===== src/rtl/core/pps_pkg.sv =====
`default_nettype none

package pps_pkg;

   // one ready queue entry, prio in the top byte
   typedef struct packed {
      logic [7:0]  prio;
      logic [15:0] burst;
      logic [7:0]  id;
   } entry_type;

   localparam int ENTRY_W = $bits(entry_type);

   // result item, ran in bit 0
   typedef struct packed {
      logic        dropped;
      logic [31:0] wait_total;
      logic [4:0]  queued;
      logic        dispatched;
      logic [7:0]  run_id;
      logic        ran;
   } rsp_type;

   localparam int RSP_W    = $bits(rsp_type);
   localparam int QUEUED_W = 5;

   // item kinds carried on req_tuser
   localparam logic FUNC_ARRIVE = 1'b0;
   localparam logic FUNC_TICK   = 1'b1;

endpackage

`default_nettype wire


===== src/rtl/core/pps_ram.sv =====
`default_nettype none

module pps_ram #(
   parameter int WIDTH = 32,
   parameter int DEPTH = 16
) (
   input  wire logic                     clock,
   input  wire logic                     wr_en,
   input  wire logic [$clog2(DEPTH)-1:0] wr_addr,
   input  wire logic [WIDTH-1:0]         wr_data,
   input  wire logic [$clog2(DEPTH)-1:0] rd_addr,
   output logic      [WIDTH-1:0]         rd_data
);

   logic [WIDTH-1:0] mem_ff [DEPTH];
   logic [WIDTH-1:0] rd_data_ff;

   // one write port, one registered read port
   always_ff @(posedge clock) begin
      if (wr_en) begin
         mem_ff[wr_addr] <= wr_data;
      end
      rd_data_ff <= mem_ff[rd_addr];
   end

   assign rd_data = rd_data_ff;

endmodule

`default_nettype wire


===== src/rtl/core/preemptive_priority_scheduler.sv =====
// Preemptive priority scheduler over a ready queue sorted by priority.
// req channel: one item per handshake; req_tuser is the kind (0 arrival,
// 1 tick), req_tdata carries proc_id, burst and prio of an arrival.
// rsp channel: exactly one result item per request item, in order.
// The block takes one item at a time; req_tready is high only when idle.
// All queue work goes through one queue memory with one write port and a
// registered read and one shared index adder. The result is offered in the
// same cycle as the block is ready again. An arrival into an empty queue
// is written straight to the head; otherwise the walk reads from the tail
// and shifts each entry of lower priority up until it meets one of equal
// or higher priority or reaches the head. An arrival at a full queue is
// dropped, and a tick on an empty queue only reports. A tick removes each
// finished head entry and closes the gap behind it, then runs the head
// entry left, if any, for one unit.
// The result sits in an output register; a new item is accepted while it
// waits, and the next result waits for the register to drain, so a stalled
// receiver only holds back the block at the end of the following item.
// Reset empties the queue, arms the dispatch flag, clears the waiting
// total and drops any result not yet taken. Queue contents are not cleared.
`default_nettype none

module preemptive_priority_scheduler #(
   parameter int QUEUE_DEPTH = 16
) (
   input  wire logic        clock,
   input  wire logic        reset,
   input  wire logic        req_tvalid,
   output logic             req_tready,
   input  wire logic [31:0] req_tdata,  // proc_id[7:0], burst[23:8], prio[31:24]
   input  wire logic        req_tuser,  // func[0]
   output logic             rsp_tvalid,
   input  wire logic        rsp_tready,
   output logic [47:0]      rsp_tdata   // ran, run_id, dispatched, queued,
                                        // wait_total, dropped
);

   localparam int ADDR_W = $clog2(QUEUE_DEPTH);
   localparam int CNT_W  = $clog2(QUEUE_DEPTH + 1);

   localparam logic [3:0] S_IDLE     = 4'd0;
   localparam logic [3:0] S_INS_RD   = 4'd1;
   localparam logic [3:0] S_INS_CHK  = 4'd2;
   localparam logic [3:0] S_INS_PUT  = 4'd3;
   localparam logic [3:0] S_HEAD_RD  = 4'd4;
   localparam logic [3:0] S_HEAD_CHK = 4'd5;
   localparam logic [3:0] S_POP_RD   = 4'd6;
   localparam logic [3:0] S_POP_WR   = 4'd7;
   localparam logic [3:0] S_DONE     = 4'd8;

   logic [3:0]          state_ff, state_in;
   logic [CNT_W-1:0]    idx_ff, idx_in;
   logic [CNT_W-1:0]    cnt_ff, cnt_in;
   logic                pending_ff, pending_in;
   logic [31:0]         wsum_ff, wsum_in;
   logic                rsp_valid_ff, rsp_valid_in;
   pps_pkg::entry_type  new_ff, new_in;
   logic                res_ran_ff, res_ran_in;
   logic [7:0]          res_id_ff, res_id_in;
   logic                res_disp_ff, res_disp_in;
   logic                res_drop_ff, res_drop_in;
   pps_pkg::rsp_type    rsp_data_ff, rsp_data_in;

   logic                step_dec;
   logic [CNT_W-1:0]    idx_step;
   logic [CNT_W-1:0]    cnt_m1;
   logic [32:0]         sum_wide;
   logic [31:0]         wsum_sat;
   logic [CNT_W+4:0]    cnt_ext;
   logic                req_fire;
   logic                out_free;

   logic                          wr_en;
   logic [ADDR_W-1:0]             wr_addr;
   logic [pps_pkg::ENTRY_W-1:0]   wr_data;
   logic [ADDR_W-1:0]             rd_addr;
   logic [pps_pkg::ENTRY_W-1:0]   rd_data;
   pps_pkg::entry_type            rd_entry;
   pps_pkg::entry_type            run_entry;

   // ready queue storage, head at address 0
   pps_ram #(
      .WIDTH (pps_pkg::ENTRY_W),
      .DEPTH (QUEUE_DEPTH)
   ) u_queue (
      .clock   (clock),
      .wr_en   (wr_en),
      .wr_addr (wr_addr),
      .wr_data (wr_data),
      .rd_addr (rd_addr),
      .rd_data (rd_data)
   );

   // shared index adder: walks down while inserting, up while removing
   assign step_dec = (state_ff == S_INS_RD) || (state_ff == S_INS_CHK);
   assign idx_step = step_dec ? (idx_ff - CNT_W'(1)) : (idx_ff + CNT_W'(1));
   assign cnt_m1   = cnt_ff - CNT_W'(1);

   // saturating waiting total
   assign sum_wide = {1'b0, wsum_ff} + 33'(cnt_m1);
   assign wsum_sat = sum_wide[32] ? 32'hFFFF_FFFF : sum_wide[31:0];

   assign cnt_ext  = {5'd0, cnt_ff};
   assign rd_entry = pps_pkg::entry_type'(rd_data);

   // head entry after running one unit
   always_comb begin
      run_entry       = rd_entry;
      run_entry.burst = rd_entry.burst - 16'd1;
   end

   assign req_tready = (state_ff == S_IDLE);
   assign req_fire   = req_tvalid && req_tready;
   assign out_free   = !rsp_valid_ff || rsp_tready;

   // queue read address
   always_comb begin
      case (state_ff)
         S_INS_RD: rd_addr = idx_step[ADDR_W-1:0];
         S_POP_RD: rd_addr = idx_step[ADDR_W-1:0];
         default:  rd_addr = '0;
      endcase
   end

   // sequencer
   always_comb begin
      state_in     = state_ff;
      idx_in       = idx_ff;
      cnt_in       = cnt_ff;
      pending_in   = pending_ff;
      wsum_in      = wsum_ff;
      new_in       = new_ff;
      res_ran_in   = res_ran_ff;
      res_id_in    = res_id_ff;
      res_disp_in  = res_disp_ff;
      res_drop_in  = res_drop_ff;
      rsp_valid_in = rsp_valid_ff && !rsp_tready;
      rsp_data_in  = rsp_data_ff;
      wr_en        = 1'b0;
      wr_addr      = '0;
      wr_data      = '0;

      case (state_ff)
         S_IDLE: begin
            if (req_fire) begin
               new_in      = pps_pkg::entry_type'(req_tdata);
               res_ran_in  = 1'b0;
               res_id_in   = 8'd0;
               res_disp_in = 1'b0;
               res_drop_in = 1'b0;
               if (req_tuser == pps_pkg::FUNC_ARRIVE) begin
                  if (cnt_ff >= CNT_W'(QUEUE_DEPTH)) begin
                     res_drop_in = 1'b1;
                     state_in    = S_DONE;
                  end else if (cnt_ff == '0) begin
                     idx_in   = '0;
                     state_in = S_INS_PUT;
                  end else begin
                     idx_in   = cnt_ff;
                     state_in = S_INS_RD;
                  end
               end else begin
                  state_in = (cnt_ff == '0) ? S_DONE : S_HEAD_RD;
               end
            end
         end
         S_INS_RD: begin
            state_in = S_INS_CHK;
         end
         S_INS_CHK: begin
            // stop behind an entry of equal or higher priority, else shift it up
            if (rd_entry.prio >= new_ff.prio) begin
               state_in = S_INS_PUT;
            end else begin
               wr_en   = 1'b1;
               wr_addr = idx_ff[ADDR_W-1:0];
               wr_data = rd_data;
               idx_in  = idx_step;
               state_in = (idx_step == '0) ? S_INS_PUT : S_INS_RD;
            end
         end
         S_INS_PUT: begin
            wr_en   = 1'b1;
            wr_addr = idx_ff[ADDR_W-1:0];
            wr_data = new_ff;
            cnt_in  = cnt_ff + CNT_W'(1);
            if (idx_ff == '0) begin
               pending_in = 1'b1;
            end
            state_in = S_DONE;
         end
         S_HEAD_RD: begin
            state_in = S_HEAD_CHK;
         end
         S_HEAD_CHK: begin
            if (rd_entry.burst == 16'd0) begin
               // finished head: drop it and close the gap
               cnt_in     = cnt_m1;
               pending_in = 1'b1;
               idx_in     = '0;
               state_in   = (cnt_m1 == '0) ? S_DONE : S_POP_RD;
            end else begin
               wr_en       = 1'b1;
               wr_addr     = '0;
               wr_data     = run_entry;
               res_ran_in  = 1'b1;
               res_id_in   = rd_entry.id;
               res_disp_in = pending_ff;
               pending_in  = 1'b0;
               wsum_in     = wsum_sat;
               state_in    = S_DONE;
            end
         end
         S_POP_RD: begin
            state_in = S_POP_WR;
         end
         S_POP_WR: begin
            wr_en   = 1'b1;
            wr_addr = idx_ff[ADDR_W-1:0];
            wr_data = rd_data;
            idx_in  = idx_step;
            state_in = (idx_step == cnt_ff) ? S_HEAD_RD : S_POP_RD;
         end
         S_DONE: begin
            if (out_free) begin
               rsp_data_in.ran        = res_ran_ff;
               rsp_data_in.run_id     = res_id_ff;
               rsp_data_in.dispatched = res_disp_ff;
               rsp_data_in.queued     = cnt_ext[pps_pkg::QUEUED_W-1:0];
               rsp_data_in.wait_total = wsum_ff;
               rsp_data_in.dropped    = res_drop_ff;
               rsp_valid_in           = 1'b1;
               state_in               = S_IDLE;
            end
         end
         default: begin
            state_in = S_IDLE;
         end
      endcase
   end

   // control state
   always_ff @(posedge clock) begin
      if (reset) begin
         state_ff     <= S_IDLE;
         cnt_ff       <= '0;
         pending_ff   <= 1'b1;
         wsum_ff      <= 32'd0;
         rsp_valid_ff <= 1'b0;
      end else begin
         state_ff     <= state_in;
         cnt_ff       <= cnt_in;
         pending_ff   <= pending_in;
         wsum_ff      <= wsum_in;
         rsp_valid_ff <= rsp_valid_in;
      end
   end

   // payload and walk index
   always_ff @(posedge clock) begin
      idx_ff      <= idx_in;
      new_ff      <= new_in;
      res_ran_ff  <= res_ran_in;
      res_id_ff   <= res_id_in;
      res_disp_ff <= res_disp_in;
      res_drop_ff <= res_drop_in;
      rsp_data_ff <= rsp_data_in;
   end

   assign rsp_tvalid = rsp_valid_ff;
   assign rsp_tdata  = rsp_data_ff;

endmodule

`default_nettype wire


===== config.mk =====
export PLATFORM = sky130hd
export DESIGN_NAME = preemptive_priority_scheduler
export DESIGN_NICKNAME = d
export VERILOG_FILES = /design/src/rtl/core/pps_pkg.sv /design/src/rtl/core/pps_ram.sv /design/src/rtl/core/preemptive_priority_scheduler.sv
export SDC_FILE = /design/constraint.sdc
export NUM_CORES = 1
export LEC_CHECK = 0
export BUFFER_PORTS_ARGS = -buffer_cell sky130_fd_sc_hd__buf_2
export CORE_UTILIZATION = 50
export DETAILED_ROUTE_END_ITERATION = 12
export GPL_TIMING_DRIVEN = 1
export PLACE_DENSITY = 0.73
export SETUP_SLACK_MARGIN = 0.4
export SLEW_MARGIN = 15
export SYNTH_ARGS = -nofsm -noshare
export SYNTH_HDL_FRONTEND = slang
export SYNTH_SLANG_ARGS = --single-unit

===== constraint.sdc =====
create_clock -name clock -period 9.9 [get_ports clock]
set_clock_uncertainty 0.2 [all_clocks]
set_input_delay 1.485 -clock clock [delete_from_list [all_inputs] [get_ports clock]]
set_output_delay 1.485 -clock clock [all_outputs]
set_load 0.01 [all_outputs]

==> qor.csv, run 1 <==
metric;value;unit
status;finished, final reports clean;
yosys_register_bits;683;
ctsHoldBuffers;0;
hp-class;reg -> reg;
track_usage;0.2468;
synth_edf_count;608;
gp_congestion;0.8569;
slew_headroom;0.2145;
p_leak;10.40;nW
vias;16851;
routed_wl;67830;um
wl_met1;27250;um
grt_max_degree;73;
clock_path_buffers;3;
drc;0;
tns;0;ns
hold_slack;0.2190;ns
core;53810;um2
fp-row-count;85;
tightest_slew;1.173;ns
place_hpwl;36180;um
syn_area;27230;um2
rsz0062_at_grt;no;
diodes;0;
cts_root_buffer;clkbuf_16;
drv_cap;0;
fin_crit_sh;0.4730;
fin_crit;4.682;ns
yosysTopAreaCell;edfxtp_1;
grt_pass1_vias;16687;
final_area;30930;um2
clkTransAtPathRegs;0.06;ns
setup_ws;5.218;ns
drive_above_1_share;0.1686;
viasPerCell;6.267;
drv_slew;0;
crit_fanout;70;
post_cts_buffers;0;
cts_made_buffers;69;
place_ws;5.330;ns
synth_nets;1915;
n_fill_cell;4019;
netlist_instances;1854;
antenna_left;0;
critPathKind;reg -> reg;
cts.repair.resized;0;
port_buffers;86;
yosysUniqueCellTypes;71;
htree_num_levels;3;
wl_met3;6223;um
vdd_drop_max;0.3351;mV
overflow;0;
async_flop_share;0;
final_common_cell;edfxtp_1;
arrival;5.01;ns
powerDensity;277.9;nW/um2
finalNetCount;2002;
areaGrowthSynthToFinish;13.57;%
drt_iter0_markers;1896;
worstPathRequired;10.23;ns
max_freq;0.2136;GHz
final_cell_mix;edfxtp_1, nand2_1, a21oi_1;
die_w;235.4;um
io_pins;87;
cp-end-kind;register;
die_h;235.4;um
grt_pass1_wl;102300;um
firstDrtPassIters;5;
wl_met2;32110;um
antenna_found_initial;0;
finalSetupViolCount;0;
ys_warn_count;0;
place_area;28570;um2
synth.top_cell.area_share;0.6704;
synth_seq_area_share;0.7255;
clkSinkCount;683;
initial_core_util;0.5061;
synth_area_leaders;edfxtp_1, dfxtp_1, nand2_1, mux4_2, a21oi_1;
hold_viol_final;0;
routed.top_layer;met4;
place_inst;2565;
cts_tree;yes;
synthFlopType;edfxtp_1;
drt-wirelength-per-cell;25.22;um
cp-start-kind;register;
stdcell_count;2689;
syn_avg_cell_area;14.69;um2
fp.dieArea;55410;um2
clock_latency;0.61;ns
==> power by group <==
part | switching (mW) | internal (mW) | total (mW) | leakage, nW
logic | 1.51 | 0.702 | 2.21 | 3.02
clock network | 1.07 | 1.62 | 2.69 | 1.14
registers | 0.153 | 3.54 | 3.70 | 6.24
total | 2.74 | 5.86 | 8.60 | 10.4
==> path summary, 6_finish.rpt <==
| path | start | to | slack [ns] | cells after the start |
|---|---|---|---|---|
| setup / recovery | idx_ff[0]$_DFFE_PP_ | u_queue.rd_data[15]$_DFF_P_ | 5.22 | 9 |
| hold / removal | res_id_ff[4]$_SDFFCE_PN0P_ | rsp_tdata[5]$_DFFE_PP_ | 0.22 | 0 |
| setup reg to reg | idx_ff[0]$_DFFE_PP_ | u_queue.rd_data[15]$_DFF_P_ | 5.22 | 9 |
| hold reg to reg | res_id_ff[4]$_SDFFCE_PN0P_ | rsp_tdata[5]$_DFFE_PP_ | 0.22 | 0 |
==> kinds of logic (layout without fill, tap and decap cells) <==
logic type	after synthesis	count (layout)	synth area share
AOI/OAI and AO/OA	371	371	0.09092
buffers and inverters	143	282	0.02113
muxes	98	98	0.05219
DFF	683	683	0.7255
and+or+nand+nor	503	503	0.08789
adders and majority gates	24	24	0.01158
xor gates and xnor gates	32	32	0.01080
==> state kept, by name (all words and copies together), names as in the netlist, 4 cells and up <==
name and flops:
u_queue.rd_data 32, rsp_tdata 48, cnt_ff 5, res_id_ff 8, idx_ff 5, new_ff 32, state_ff 4, wsum_ff 32
u_queue.mem_ff 512
==> cell type report <==
| cell class | count | area [um2] | share of cell area |
|---|---|---|---|
| clock buffer | 92 | 1978 | 0.06396 |
| clock inverter | 31 | 372.9 | 0.01206 |
| multi-input combinational | 1028 | 7099 | 0.2295 |
| timing repair buffer | 124 | 715.7 | 0.02314 |
| sequential | 683 | 19760 | 0.6388 |
| inverter | 35 | 133.9 | 0.004328 |
| tap | 696 | 870.8 | 0.02816 |
==> metal layers <==
metal / track usage / vias up
li1: - / 7360
met1: 0.3332 / 8402
met2: 0.3940 / 937
met3: 0.04866 / 152
met4: 0.1014 / 0
met5: 0 / -
==> critical path, cell delays in order, from the launching register on <==
cell       delay (ns)
edfxtp_1         0.40
buf_4            0.55
buf_4            0.74
nand3_1          0.20
a21boi_0         0.48
or3_2            0.59
buf_4            0.76
o2111ai_1        0.26
nand3_1          0.15
o31a_1           0.17
==> Yosys cell counts, drive strengths merged, types with 33 or more instances <==
library cell and instances:
a21oi 128, nand2 202, or3 39, a221oi 33, edfxtp 608, o21ai 65
clkbuf 78, dfxtp 75, mux2i 34, nand3 89, inv 35, nor2 69
==> through the flow <==
| step | total power, mW | utilization |
|---|---|---|
| 2_1_floorplan | 5.142 | - |
| 3_3_place_gp | 5.836 | 0.5309 |
| 3_5_place_dp | 5.921 | 0.5309 |
| 4_1_cts | 8.603 | 0.5746 |
| 5_1_grt | 8.928 | 0.5748 |
| 6_report | 8.596 | 0.5748 |
Power figures use the tool's default switching activity.
==> run 2, diff against run 1 <==
--- a/config.mk
+++ b/config.mk
@@ -5,6 +5,7 @@
 export SDC_FILE = /design/constraint.sdc
 export NUM_CORES = 1
 export LEC_CHECK = 0
+export ABC_AREA = 1
 export BUFFER_PORTS_ARGS = -buffer_cell sky130_fd_sc_hd__buf_2
 export CORE_UTILIZATION = 50
 export DETAILED_ROUTE_END_ITERATION = 12
==> constraint.sdc (replaced) <==
create_clock -name clock -period 4.7 [get_ports clock]
set_clock_uncertainty 0.2 [all_clocks]
set_input_delay 0.705 -clock clock [delete_from_list [all_inputs] [get_ports clock]]
set_output_delay 0.705 -clock clock [all_outputs]
set_load 0.01 [all_outputs]
==> qor.csv, run 2 <==
metric;value;unit;change
fp.dieArea;57220;um2;+3.3%
syn_area;28140;um2;+3.3%
fin_util;0.5745;;about the same
gp_congestion;0.9808;;+14%
synthTopCellsByCount;edfxtp_1, nand2_1, inv_1;;
cts_root_buffer;clkbuf_16;;
largest_reg_flops;512;;unchanged
ys_warn_count;0;;unchanged
cp-endpoint;u_queue.mem_ff[10][5]$_DFFE_PP_;;
max_freq;0.2650;GHz;+24%
clock_latency;0.62;ns;about the same
fin_crit;3.773;ns;-0.9092 ns
tns;0;ns;unchanged
cp-start-kind;register;;
areaGrowthSynthToFinish;12.93;%;
io_pins;87;;unchanged
viasPerCell;5.951;;-5.0%
fp-row-count;86;;+1.2%
clock_path_buffers;3;;unchanged
drive_above_1_share;0.1219;;-0.04674
overflow;0;;unchanged
initial_core_util;0.5087;;+0.002618
hold_slack;0.06698;ns;-0.1520 ns
finalNetCount;2427;;+21%
wl_met3;6488;um;+4.3%
powerDensity;494.5;nW/um2;+78%
critPathKind;reg -> reg;;
wl_met2;32220;um;+0.34%
die_w;239.2;um;+1.6%
wl_met1;27360;um;+0.42%
synth.top_cell.area_share;0.6489;;-0.02146
hp-class;in -> reg;;
cp-end-kind;register;;
netlist_instances;2272;;+23%
cts_tree;yes;;
final_common_cell;edfxtp_1;;
finalSetupViolCount;0;;unchanged
core;55310;um2;+2.8%
die_h;239.2;um;+1.6%
antenna_found_initial;0;;unchanged
synthFlopType;edfxtp_1;;
yosysMostFrequentCell;edfxtp_1;;
drv_cap;0;;unchanged
clkSinkCount;683;;unchanged
crit_fanout;16;;-77%
htree_num_levels;3;;unchanged
n_fill_cell;4315;;+7.4%
grt_pass1_wl;104900;um;+2.6%
ctsHoldBuffers;0;;unchanged
status;finished, final reports clean;;
r2r_cells;14;;+5
vias;18864;;+12%
synth_seq_area_share;0.7023;;-0.02323
yosys_register_bits;683;;unchanged
cp.depth;14;;+5
synth_area_leaders;edfxtp_1, dfxtp_1, nand2_1, o221ai_1, o211ai_1;;
drc;0;;unchanged
drt_iter0_markers;2155;;+14%
slew_headroom;0.2451;;+0.03057
grt_pass1_vias;17999;;+7.9%
arrival;4.02;ns;-0.99 ns
regToRegSetupSlack;0.93;ns;-4.29 ns
track_usage;0.2438;;-0.003014
reg2reg_from;new_ff[29]$_DFFE_PP_;;
yosysUniqueCellTypes;45;;-37%
routed_wl;68680;um;+1.3%
port_buffers;86;;unchanged
clkTransAtPathRegs;0.06;ns;about the same
drv_slew;0;;unchanged
routed.top_layer;met4;;
worstPathRequired;4.94;ns;-5.29 ns
p_leak;11.49;nW;+11%
startpoint;new_ff[29]$_DFFE_PP_;;
antenna_left;0;;unchanged
post_cts_buffers;0;;unchanged
synth_nets;2333;;+22%
yosysTopAreaCell;edfxtp_1;;
final_cell_mix;edfxtp_1, nand2_1, inv_1;;
syn_avg_cell_area;12.38;um2;-16%
multi_input_comb_area;6977;um2;-1.7%
cts_made_buffers;68;;-1.4%
fin_crit_sh;0.8028;;+0.3298
cts.repair.resized;0;;unchanged
hold_viol_final;0;;unchanged
rsz0062_at_grt;no;;
regMostFlops;u_queue.mem_ff;;
critPathSlowestCell;nand2_1;;
vdd_drop_max;0.3838;mV;+15%
tightest_slew;1.127;ns;-0.04565 ns
place_ws;1.015;ns;-4.315 ns
async_flop_share;0;;unchanged
synth_edf_count;608;;unchanged
path_cells;inv_1, ha_1, a21oi_1, nor2_1, nor3_1, nand2_1, nor2_1, nand2_1, nand2_1, inv_1, nand2_2, inv_1, o21ai_0, buf_4;;
seq_area;19760;um2;unchanged
place_hpwl;39460;um;+9.1%
firstDrtPassIters;5;;unchanged
setup_ws;0.9269;ns;-4.291 ns
crit-reg2reg-capture;u_queue.mem_ff[10][5]$_DFFE_PP_;;
max_stage_delay;0.57;ns;-0.19 ns
path_delay_family;simple AND/OR/NAND/NOR gates;;
drt-wirelength-per-cell;21.66;um;-14%
path_buf_inv;4;;+1
grt_max_degree;110;;+51%
run 2: changes by cell type after synthesis, sizes merged, moves of 82 or more:
cell / previous run / this run
inv: 35 / 233
nand2: 202 / 372
o211ai: 5 / 139
o221ai: 1 / 128
nand3: 89 / 197
a21oi: 128 / 46
run 2: power breakdown:
group | internal, mW | switching, mW | leakage [nW]
clock network | 3.12 | 2.29 | 1.10
logic | 0.832 | 1.98 | 4.16
registers | 7.24 | 0.252 | 6.23
run 2: stage by stage:
step | power, mW | cells | area (um2)
after floorplan | 9.451 | 2272 | 28140
after global placement | 10.29 | 3038 | 29500
after detailed placement | 10.37 | 3039 | 29510
after CTS | 15.75 | 3164 | 31730
after global routing | 16.33 | 3169 | 31770
final | 15.71 | 3170 | 31770
run 2: cell families after synthesis:
group	synth area share
XOR/XNOR	0.006226
flip-flops	0.7023
adder cells (fa/ha/maj)	0.01121
AND/OR/NAND/NOR	0.1118
AO/OA/AOI/OAI	0.1125
buffers and inverters	0.05599
run 2: final cells by class:
class | count | share of cell area
Antenna cell | 1 | 0.00007876
Clock inverter | 40 | 0.01118
Timing Repair Buffer | 146 | 0.03127
Inverter | 234 | 0.02776
Multi-Input combinational cell | 1233 | 0.2196
Sequential cell | 683 | 0.6219
Clock buffer | 85 | 0.05879
Tap cell | 748 | 0.02946
run 2: per-layer routing:
metal | vias to the layer above | track usage
li1 | 8531 | -
met1 | 9112 | 0.3296
met2 | 1042 | 0.3848
met3 | 179 | 0.04956
met4 | 0 | 0.1031
met5 | - | 0
run 2: worst min path at each step:
stage / depth (start not counted) / start / endpoint
global route: 1 / req_tdata[11] / new_ff[11]$_DFFE_PP_
CTS: 1 / req_tdata[3] / new_ff[3]$_DFFE_PP_
finish: 1 / req_tdata[3] / new_ff[3]$_DFFE_PP_
global placement: 0 / res_id_ff[0]$_SDFFCE_PN0P_ / rsp_tdata[1]$_DFFE_PP_
detailed placement: 0 / res_id_ff[7]$_SDFFCE_PN0P_ / rsp_tdata[8]$_DFFE_PP_
floorplan: 0 / res_ran_ff$_DFFE_PP_ / rsp_tdata[0]$_DFFE_PP_
run 2: worst reg2reg max path, delay by kind of cell (launching register included):
family                     cells  cell delay (ns)
DFF                            1             0.35
AOI/OAI and AO/OA              2             0.43
buffers and inverters          4             0.82
adders and majority gates      1             0.24
and+or+nand+nor                7             1.56
==> run 3, diff against run 2 <==
==> constraint.sdc (replaced) <==
create_clock -name clock -period 3.6 [get_ports clock]
set_clock_uncertainty 0.2 [all_clocks]
set_input_delay 0.54 -clock clock [delete_from_list [all_inputs] [get_ports clock]]
set_output_delay 0.54 -clock clock [all_outputs]
set_load 0.01 [all_outputs]
==> qor.csv, run 3 (synthesis results as in run 2) <==
metric;value;unit;change
die_w;239.2;um;unchanged
drt_iter0_markers;1972;;-8.5%
clkSinkCount;683;;unchanged
min_path_cells;4;;+3
startpoint;idx_ff[1]$_DFFE_PP_;;
fp.dieArea;57220;um2;unchanged
io_pins;87;;unchanged
critPathSlowestCell;edfxtp_1;;
slew_headroom;0.4294;;+0.1843
areaGrowthSynthToFinish;17.39;%;
cts_tree;yes;;
cts_root_buffer;clkbuf_16;;
finalNetCount;2502;;+3.1%
arrival;3.34;ns;-0.68 ns
viasPerCell;5.813;;-2.3%
max_freq;0.3282;GHz;+24%
place_hpwl;40840;um;+3.5%
critPathKind;reg -> reg;;
antenna_found_initial;0;;unchanged
hp-class;in -> reg;;
gp_congestion;0.9118;;-7.0%
htree_num_levels;3;;unchanged
cp.depth;12;;-2
drt-wirelength-per-cell;21.41;um;-1.1%
place_ws;0.2963;ns;-0.7190 ns
grt_pass1_vias;18271;;+1.5%
overflow;0;;unchanged
diodes;0;;-1
fin_crit_sh;0.8465;;+0.04369
firstDrtPassIters;5;;unchanged
cts_made_buffers;70;;+2.9%
regMostFlops;u_queue.mem_ff;;
vdd_drop_max;0.5000;mV;+30%
hold_slack;0.07443;ns;+0.007455 ns
drive_above_1_share;0.1454;;+0.02358
clock_latency;0.62;ns;about the same
stdcell_count;3244;;+2.3%
largest_reg_flops;512;;unchanged
powerDensity;645.6;nW/um2;+31%
finalSetupViolCount;0;;unchanged
final_cell_mix;edfxtp_1, nand2_1, inv_1;;
p_leak;12.05;nW;+4.9%
fp-row-count;86;;unchanged
rsz0062_at_grt;no;;
fin_crit;3.047;ns;-0.7258 ns
final_common_cell;edfxtp_1;;
max_stage_delay;0.60;ns;+0.03 ns
port_buffers;86;;unchanged
place_inst;3068;;+0.95%
tightest_slew;0.8559;ns;-0.2715 ns
cp-end-kind;register;;
regToRegSetupSlack;0.55;ns;-0.37 ns
drv_slew;0;;unchanged
crit_fanout;14;;-2
tns;0;ns;unchanged
path_cells;inv_1, fa_1, inv_1, nand2_1, nand2_2, nand2_8, buf_4, clkbuf_16, o221ai_1, nand3_1, nand3_1, nand2_1;;
cp-start-kind;register;;
clock_path_buffers;3;;unchanged
core;55310;um2;unchanged
p_total;21.33;mW;+36%
crit-reg2reg-capture;u_queue.rd_data[30]$_DFF_P_;;
drv_cap;0;;unchanged
hold_viol_final;0;;unchanged
drc;0;;unchanged
r2r_cells;12;;-2
worstPathRequired;3.90;ns;-1.04 ns
status;finished, final reports clean;;
die_h;239.2;um;unchanged
grt_max_degree;93;;-15%
cp-endpoint;u_queue.rd_data[30]$_DFF_P_;;
initial_core_util;0.5087;;unchanged
routed_wl;69470;um;+1.2%
setup_ws;0.5527;ns;-0.3742 ns
reg2reg_from;idx_ff[1]$_DFFE_PP_;;
grt_pass1_wl;103900;um;-0.97%
path_delay_family;simple AND/OR/NAND/NOR gates;;
clkTransAtPathRegs;0.06;ns;about the same
vias;18857;;-0.037%
path_buf_inv;4;;unchanged
antenna_left;0;;unchanged
track_usage;0.2404;;-0.003328
==> run 3: final cells by class <==
class	instances	area, um2
sequential	683	19770
tap	748	935.9
timing repair buffer	219	1949
clock buffer	92	1947
multi-input combinational	1233	7079
inverter	234	894.6
clock inverter	35	457.9
fill	4241	22280
==> run 3: report_power, final <==
part	leakage, nW	switching (mW)	internal [mW]
logic	4.64	2.70	1.30
registers	6.23	0.345	9.45
clock network	1.18	3.04	4.49
total	12.1	6.08	15.2
==> run 3: worst min path at each step <==
stage / start / slack (ns) / end
floorplan: res_ran_ff$_DFFE_PP_ / 0.20 / rsp_tdata[0]$_DFFE_PP_
global placement: res_ran_ff$_DFFE_PP_ / 0.21 / rsp_tdata[0]$_DFFE_PP_
detailed placement: res_id_ff[5]$_SDFFCE_PN0P_ / 0.21 / rsp_tdata[6]$_DFFE_PP_
CTS: rsp_tready / 0.05 / rsp_tvalid$_SDFF_PP0_
global route: rsp_tready / 0.07 / rsp_tvalid$_SDFF_PP0_
finish: rsp_tready / 0.07 / rsp_tvalid$_SDFF_PP0_
==> run 3: tightest hold or removal path, delay by kind of cell <==
kind | cells | cell delay (ns)
buf+inv | 2 | 0.14
compound gates | 1 | 0.06
simple gates | 1 | 0.08
==> run 3: stage by stage <==
step                        util  area, um2
after global placement    0.5411      29930
after CTS                 0.5912      32700
after floorplan                -      28150
after global routing      0.5972      33030
after detailed placement  0.5411      29930
final                     0.5972      33030
==> run 3: timing repair <==
action | in CTS | in global routing
gates resized for setup | 6 | 42
buffers inserted | 4 | 7
hold endpoints to repair | 32 | 0
setup endpoints to repair | 318 | 615
hold buffers | 32 | 0
pin swaps | 1 | 4
cloned | 0 | 4
==> run 3: routing by layer <==
metal  global-route usage  wire, um
met4              0.08489      2053
met5                    0         0
met3              0.04218      5749
met2               0.3953     33410
met1               0.3223     28260
